[config.mk]
export PLATFORM = sky130hd
export DESIGN_NAME = hftg_alpha
export DESIGN_NICKNAME = d
export VERILOG_FILES = /design/src/hw/rtl/hftg_alpha.sv
export SDC_FILE = /design/constraint.sdc
export NUM_CORES = 1
export LEC_CHECK = 0
export BUFFER_PORTS_ARGS = -buffer_cell sky130_fd_sc_hd__buf_2
export CAP_MARGIN = 10
export CORE_MARGIN = 3
export CORE_UTILIZATION = 50
export CTS_CLUSTER_SIZE = 16
export DETAILED_ROUTE_END_ITERATION = 12
export PLACE_DENSITY = 0.73
export SYNTH_ARGS = -nofsm -noshare
export SYNTH_HDL_FRONTEND = slang
export SYNTH_SLANG_ARGS = --single-unit
[constraint.sdc]
create_clock -name i_clk -period 3 [get_ports i_clk]
set_input_delay 0.6 -clock i_clk [delete_from_list [all_inputs] [get_ports i_clk]]
set_output_delay 0.6 -clock i_clk [all_outputs]
set_load 0.01 [all_outputs]
[src/hw/rtl/hftg_alpha.sv]
module hftg_alpha #(
    parameter int FRAC_BITS = 16,
    parameter int LAT       = 30
) (
    input  logic        i_clk,
    input  logic        i_en,
    input  logic [23:0] i_alpha,
    output logic [7:0]  o_code
);
    logic [31:0] w_p;
    logic [31:0] w_s;
    logic [7:0]  r_dly [LAT];

    assign w_p = {i_alpha, 8'b0} - 32'(i_alpha);
    assign w_s = w_p >> FRAC_BITS;

    // align with the color lanes
    always_ff @(posedge i_clk) begin
        if (i_en) begin
            r_dly[0] <= (|w_s[31:8]) ? 8'hFF : w_s[7:0];
            for (int i = 1; i < LAT; i++) r_dly[i] <= r_dly[i-1];
        end
    end

    assign o_code = r_dly[LAT-1];

endmodule

==> flow_metrics.py, run 1 <==
metrics = {
    "run_status": {
        "status": "finished, final reports clean",
    },
    "layout": {
        "top_register": "r_dly",
        "layout.core_utilization_pct": 60.8,
        "areaGrowthSynthToFinish_pct": 16.9,
        "layout_top_registers": "r_dly x240",
        "number_of_flip_flops_under_the_largest_register_name": 240,
        "drive_above_1_share_pct": 22.1,
        "finalNonFillerCells": 742,
        "antennaDiodeCount": 0,
        "fin_nets": 552,
    },
    "clock_network": {
        "cts.repair_timing.setup_buffer_count": 0,
        "tritoncts": "done",
        "post_cts.resized_instances": 0,
        "tritoncts.num_buffers": 22,
        "clkSlewWorstSetupHoldPaths_ps": 60,
        "cts-htree-levels": 1,
        "cts.path.max_buffers": 3,
        "holdBufCountCts": 0,
        "insertion_delay_ps": 520,
        "cts_root_buffer": "clkbuf_16",
        "cts.sink_count": 240,
    },
    "synthesis": {
        "syn-cell-area_sq_um": 8410,
        "muxShareOfSynthArea_pct": 0,
        "yosys.area_share.adder_pct": 2.38,
        "synth_edf_count": 240,
        "synth.ff_latch_count": 240,
        "yosys_warnings": 0,
        "dominant_combinational_cell_family_by_area_after_synthesis": "compound AO/OA/AOI/OAI gates",
        "synth-xor-area-share_pct": 0.312,
        "synth_compound_gate_area_share_pct": 5.21,
        "synth_simple_gate_area_share_pct": 4.70,
        "asyncSetResetFlopFracSynth_pct": 0,
        "postSynthAreaPerCell_sq_um": 20.0,
        "syn_inst": 420,
        "synth_top_flop_cell": "edfxtp_1",
        "ys_types": 44,
        "synth_sequential_area_ratio_pct": 85.7,
        "syn_nets": 462,
    },
    "critical_path": {
        "crit_path_start_kind": "input pin",
        "worst_ep_required_time_ps": 3210,
        "critPathKind": "in2reg",
        "crit_path_cell_trace": "buf_2 > inv_1 > ha_1 > a21o_1 > a32o_1 > a2111o_1 > o31a_1 > nor4_4 > o211ai_1",
        "buffers_plus_inverters_on_the_worst_setup_path": 2,
        "timing.critical_path.slowest_cell_delay_ps": 420,
        "critical_path.top_delay_family": "compound AO/OA/AOI/OAI gates",
        "path_max_fanout": 5,
        "timing.critical_path.arrival_ps": 2830,
        "critical_path.slowest_cell": "a2111o_1",
        "end_kind": "flop",
    },
    "floorplanning": {
        "initial_core_util_pct": 52.0,
        "ios": 34,
        "die_w_um": 136,
        "coreArea_sq_um": 16200,
        "die_footprint_sq_um": 18400,
        "placement_rows": 46,
        "fp.dieH_um": 136,
    },
    "route": {
        "average_detailed_routed_wire_length_per_instance_um": 19.3,
        "detailedRoute.firstIterationViolations": 402,
        "number_of_nets_still_failing_antenna_checks_after_routing": 0,
        "detail_route.drc_violations": 0,
        "detailedRoute.firstPassIterationCount": 5,
        "dr_total_vias": 3963,
        "detail_route.vias_per_cell": 5.34,
        "routed_wl_um": 14400,
    },
    "global_route": {
        "grt_pass1_vias": 3998,
        "grt_pass1_wl_um": 22100,
        "maximum_number_of_pins_on_one_net_before_global_route_repair": 88,
        "track_usage_pct": 15.9,
        "antenna_found_initial": 1,
        "global_route.overflow_total": 0,
    },
    "sta": {
        "finalSetupViolCount": 0,
        "finalCriticalPeriod_ps": 2610,
        "timing.fmax_mhz": 382,
        "finalHoldViolCount": 0,
        "fin_ws_ps": 386,
        "setup_repair_after_global_routing_missed_its_margin": "no",
        "timing_worst_slew_pin_value_ps": 639,
        "final.setup_skew_ps": 32.6,
        "slew-limit-headroom_pct": 57.0,
        "slew_viol_final": 0,
        "post-route-period-util_pct": 87.1,
    },
    "power_and_ir_drop": {
        "vdd_ir_drop_max_mv": 0.708,
        "power_leakage_uw": 0.00352,
        "power.density_nw_per_um2": 708,
    },
    "placement": {
        "globalplace.congestion": 0.848,
        "placed_cells": 702,
        "hpwl_um": 8020,
        "pre_cts_ws_ps": -124,
        "port_buffers": 33,
    },
    "run": {
        "max-cap-violations": 0,
    },
    "worst_hold_path": {
        "hp-class": "reg2reg",
    },
}
-- cell usage in the layout, fill, tap and decap left out, drive strengths merged, types with 5 or more instances in the layout --
| cell | netlist | layout |
|---|---|---|
| nand3 | 8 | 8 |
| nand2 | 12 | 12 |
| inv | 18 | 19 |
| ha | 16 | 16 |
| nor4 | 12 | 12 |
| nor2 | 7 | 7 |
| edfxtp | 240 | 240 |
| buf | 8 | 79 |
| a21o | 5 | 5 |
| clkbuf | 5 | 25 |
| nand4 | 5 | 5 |
| clkinv | 0 | 10 |
| and4 | 5 | 5 |
| a21oi | 16 | 16 |
| o21ai | 9 | 9 |
| o211ai | 7 | 7 |
-- Yosys cell counts, drive strengths merged (2+ instances only) --
library cell / instances / area [sq um]
clkbuf: 5 / 18.8
and2: 4 / 25.0
nor4: 12 / 96.3
ha: 16 / 200
inv: 18 / 67.6
o211ai: 7 / 52.6
a31o: 2 / 17.5
a21o: 5 / 37.5
and4: 5 / 43.8
nor3: 4 / 20.0
o21a: 4 / 30.0
xor2: 2 / 17.5
buf: 8 / 60.1
nand4: 5 / 31.3
a21oi: 16 / 80.1
o21ai: 9 / 45.0
and3: 3 / 18.8
or3: 3 / 18.8
a211oi: 4 / 30.0
nor2: 7 / 26.3
o31a: 4 / 35.0
nand3: 8 / 40.0
edfxtp: 240 / 7210
nand2: 12 / 45.0
-- area by class of cell --
class | count | area (sq um)
clock buffer | 25 | 562
fill | 1152 | 6340
timing repair buffer | 79 | 546
multi-input combinational | 149 | 1060
sequential | 240 | 7210
inverter | 18 | 67.6
tap | 216 | 270
clock inverter | 15 | 123
-- per-layer routing --
| layer | GRT usage [%] | share of wire, % |
|---|---|---|
| met1 | 22.5 | 45 |
| met2 | 25.9 | 49 |
| met5 | 0 | 0 |
| met3 | 2.86 | 4.5 |
| met4 | 4.26 | 2.1 |
-- report_power, final --
part / switching (uW) / internal, uW
Combinational: 220 / 145
Clock: 1190 / 1450
Sequential: 60.3 / 3900
Total: 1470 / 5500
-- path summary, 6_finish.rpt --
check                                                from                   endpoint  slack [ps]  cells past startpoint
worst max-delay path                          i_alpha[20]  r_dly[0][7]$_SDFFCE_PP1P_         390                      9
worst max register to register    r_dly[12][10]$_DFFE_PP_     r_dly[13][2]$_DFFE_PP_        2190                      0
worst min-delay path            r_dly[0][7]$_SDFFCE_PP1P_     r_dly[0][15]$_DFFE_PP_         400                      0
worst min register to register  r_dly[0][7]$_SDFFCE_PP1P_     r_dly[0][15]$_DFFE_PP_         400                      0
-- per-stage QoR --
step                      total power [uW]  cell area [sq um]  setup TNS (ps)  hold WS (ps)
final                                 6960               9830               0           398
after global routing                  7230               9830               0           410
after CTS                             7060               9830               0           394
after detailed placement              4380               9150            -826           405
after global placement                4370               9150            -343           401
after floorplan                       4160               8410               0           400
-- cells by family after synthesis --
| kind of cell | count (synthesis) |
|---|---|
| fa+ha+maj | 16 |
| flops | 240 |
| simple gates | 67 |
| compound gates | 63 |
| buf+inv | 31 |
| xor+xnor | 3 |
Power figures use the tool's default switching activity.
==> inputs of run 2 (changes only) <==
CORE_UTILIZATION = 45   (was 50)
PLACE_DENSITY = 0.69   (was 0.73)
==> run 2 against run 1 <==
Combinational power rose by 1%. Wire length down 8.3%. Final cell count increased by 1.2%. Largest power group unchanged. Clock skew down 14 ps. Critical path type unchanged. Via count shrank 1.7%. Final area is 0.41% lower. Largest cell class unchanged. Non-clock buffer count shrank 1. Clock-buffer cell count grew 4. Critical endpoint is now r_dly[0][2]$_SDFFCE_PP1P_. Register-to-register slack gained 110 ps. Core utilization shrank 6.8 points.
==> flow_metrics.py, run 2 (same netlist as run 1, synthesis figures left out) <==
metrics = {
    "floorplanning": {
        "die_w_um": 143,
        "placement_rows": 49,
        "die_footprint_sq_um": 20400,
        "ios": 34,
        "coreArea_sq_um": 18100,
        "fp.dieH_um": 143,
        "initial_core_util_pct": 46.4,
    },
    "layout": {
        "fin_nets": 550,
        "final_cell_mix": "edfxtp_1 (240), buf_4 (42), buf_2 (32)",
        "n_fill_cell": 1396,
        "areaGrowthSynthToFinish_pct": 16.4,
        "drive_above_1_share_pct": 20.1,
        "finalInstanceArea_sq_um": 9790,
        "antennaDiodeCount": 0,
        "number_of_flip_flops_under_the_largest_register_name": 240,
        "layout.cells.most_common": "edfxtp_1",
        "layout_top_registers": "r_dly x240",
        "top_register": "r_dly",
    },
    "route": {
        "routed_wl_um": 13200,
        "dr_total_vias": 3897,
        "average_detailed_routed_wire_length_per_instance_um": 17.5,
        "detail_route.vias_per_cell": 5.19,
        "number_of_nets_still_failing_antenna_checks_after_routing": 0,
        "detailedRoute.firstIterationViolations": 253,
        "detail_route.drc_violations": 0,
        "detailedRoute.firstPassIterationCount": 4,
    },
    "global_route": {
        "maximum_number_of_pins_on_one_net_before_global_route_repair": 96,
        "global_route.overflow_total": 0,
        "grt_pass1_vias": 3999,
        "grt_pass1_wl_um": 21200,
        "track_usage_pct": 13.1,
        "antenna_found_initial": 0,
    },
    "placement": {
        "hpwl_um": 7800,
        "placed_inst_area_sq_um": 9170,
        "globalplace.congestion": 0.873,
        "port_buffers": 33,
        "pre_cts_ws_ps": -97.6,
    },
    "sta": {
        "finalSetupViolCount": 0,
        "finalHoldViolCount": 0,
        "final.setup_skew_ps": 18.3,
        "timing.fmax_mhz": 380,
        "fin_ws_ps": 368,
        "finalCriticalPeriod_ps": 2630,
        "setup_tns_ps": 0,
        "setup_repair_after_global_routing_missed_its_margin": "no",
        "timing_worst_slew_pin_value_ps": 689,
        "post-route-period-util_pct": 87.7,
        "slew_viol_final": 0,
        "slew-limit-headroom_pct": 54.1,
    },
    "clock_network": {
        "cts.repair_timing.setup_buffer_count": 0,
        "tritoncts.num_buffers": 21,
        "tritoncts": "done",
        "cts-htree-levels": 1,
        "clkSlewWorstSetupHoldPaths_ps": 60,
        "cts_root_buffer": "clkbuf_16",
        "insertion_delay_ps": 490,
        "cts.sink_count": 240,
        "post_cts.resized_instances": 0,
        "cts.path.max_buffers": 3,
        "holdBufCountCts": 0,
    },
    "critical_path": {
        "critPathKind": "in2reg",
        "worstReg2RegEnd": "r_dly[10][0]$_DFFE_PP_",
        "r2r.worst_path.cells": 0,
        "end_kind": "flop",
        "worst_ep_required_time_ps": 3340,
        "path_max_fanout": 5,
        "r2r_setup_slack_ps": 2300,
        "crit_path_start_kind": "input pin",
        "reg2reg_from": "r_dly[9][8]$_DFFE_PP_",
        "timing.critical_path.arrival_ps": 2980,
    },
    "worst_hold_path": {
        "min_delay_path_depth": 0,
        "hold-path-endpoint": "r_dly[9][10]$_DFFE_PP_",
        "hp-class": "reg2reg",
        "timing.hold.worst.start": "r_dly[9][2]$_DFFE_PP_",
    },
    "power_and_ir_drop": {
        "vdd_ir_drop_max_mv": 0.326,
        "power_leakage_uw": 0.00349,
        "overall_power_after_layout_uw": 6770,
        "power.density_nw_per_um2": 691,
    },
    "run": {
        "max-cap-violations": 0,
    },
    "run_status": {
        "status": "finished, final reports clean",
    },
}
## run 2: cell count changes in the layout (fill, tap and decap cells not counted)
| cell | before | now |
|---|---|---|
| inv_8 | 1 | 0 |
| clkinv_2 | 7 | 1 |
| buf_12 | 2 | 3 |
| clkinv_8 | 1 | 0 |
| inv_6 | 0 | 2 |
| clkinv_1 | 2 | 4 |
| clkbuf_1 | 3 | 8 |
| buf_4 | 44 | 42 |
| clkbuf_16 | 22 | 21 |
| clkinvlp_4 | 3 | 0 |
## run 2: area by class of cell
type | count | area (sq um) | area share (%)
clock buffer | 29 | 556 | 5.67
clock inverter | 8 | 67.6 | 0.690
inverter | 18 | 67.6 | 0.690
multi-input combinational | 149 | 1060 | 10.8
sequential | 240 | 7210 | 73.6
tap | 229 | 287 | 2.93
timing repair buffer | 78 | 551 | 5.62
## run 2: critical path: stages
cell and delay, ps:
buf_2 110, ha_1 350, and2_1 190, a32o_1 250, a2111o_1 430, buf_4 150
nor4_1 550, nor4_1 90, buf_4 170, nand3_1 70
## run 2: routing by layer
| layer | GRT usage [%] | wire, um | up-vias |
|---|---|---|---|
| met5 | 0 | 0 | - |
| li1 | - | - | 1857 |
| met4 | 4.05 | 331 | 0 |
| met1 | 18.6 | 6170 | 1920 |
| met2 | 20.9 | 6160 | 90 |
| met3 | 2.18 | 500 | 30 |
## run 2: worst max-delay path by stage
stage,cells past startpoint,start,to
finish,10,i_alpha[14],r_dly[0][2]$_SDFFCE_PP1P_
global route,10,i_alpha[14],r_dly[0][0]$_SDFFCE_PP1P_
CTS,8,i_alpha[14],r_dly[0][5]$_SDFFCE_PP1P_
detailed placement,8,i_alpha[14],r_dly[0][5]$_SDFFCE_PP1P_
global placement,8,i_alpha[14],r_dly[0][5]$_SDFFCE_PP1P_
floorplan,8,i_alpha[20],r_dly[0][4]$_SDFFCE_PP1P_
## run 2: report_power, final
part	internal (uW)	switching, uW
clock	1390	1060
combinational	148	221
sequential	3900	52.4
total	5430	1340
## run 2: per-stage QoR
| stage | utilization [%] | hold WS (ps) | instances |
|---|---|---|---|
| floorplan | - | 400 | 420 |
| detailed placement | 50.5 | 405 | 714 |
| global route | 54.0 | 423 | 751 |
| finish | 54.0 | 404 | 751 |
| CTS | 54.0 | 409 | 751 |
| global placement | 50.5 | 401 | 714 |
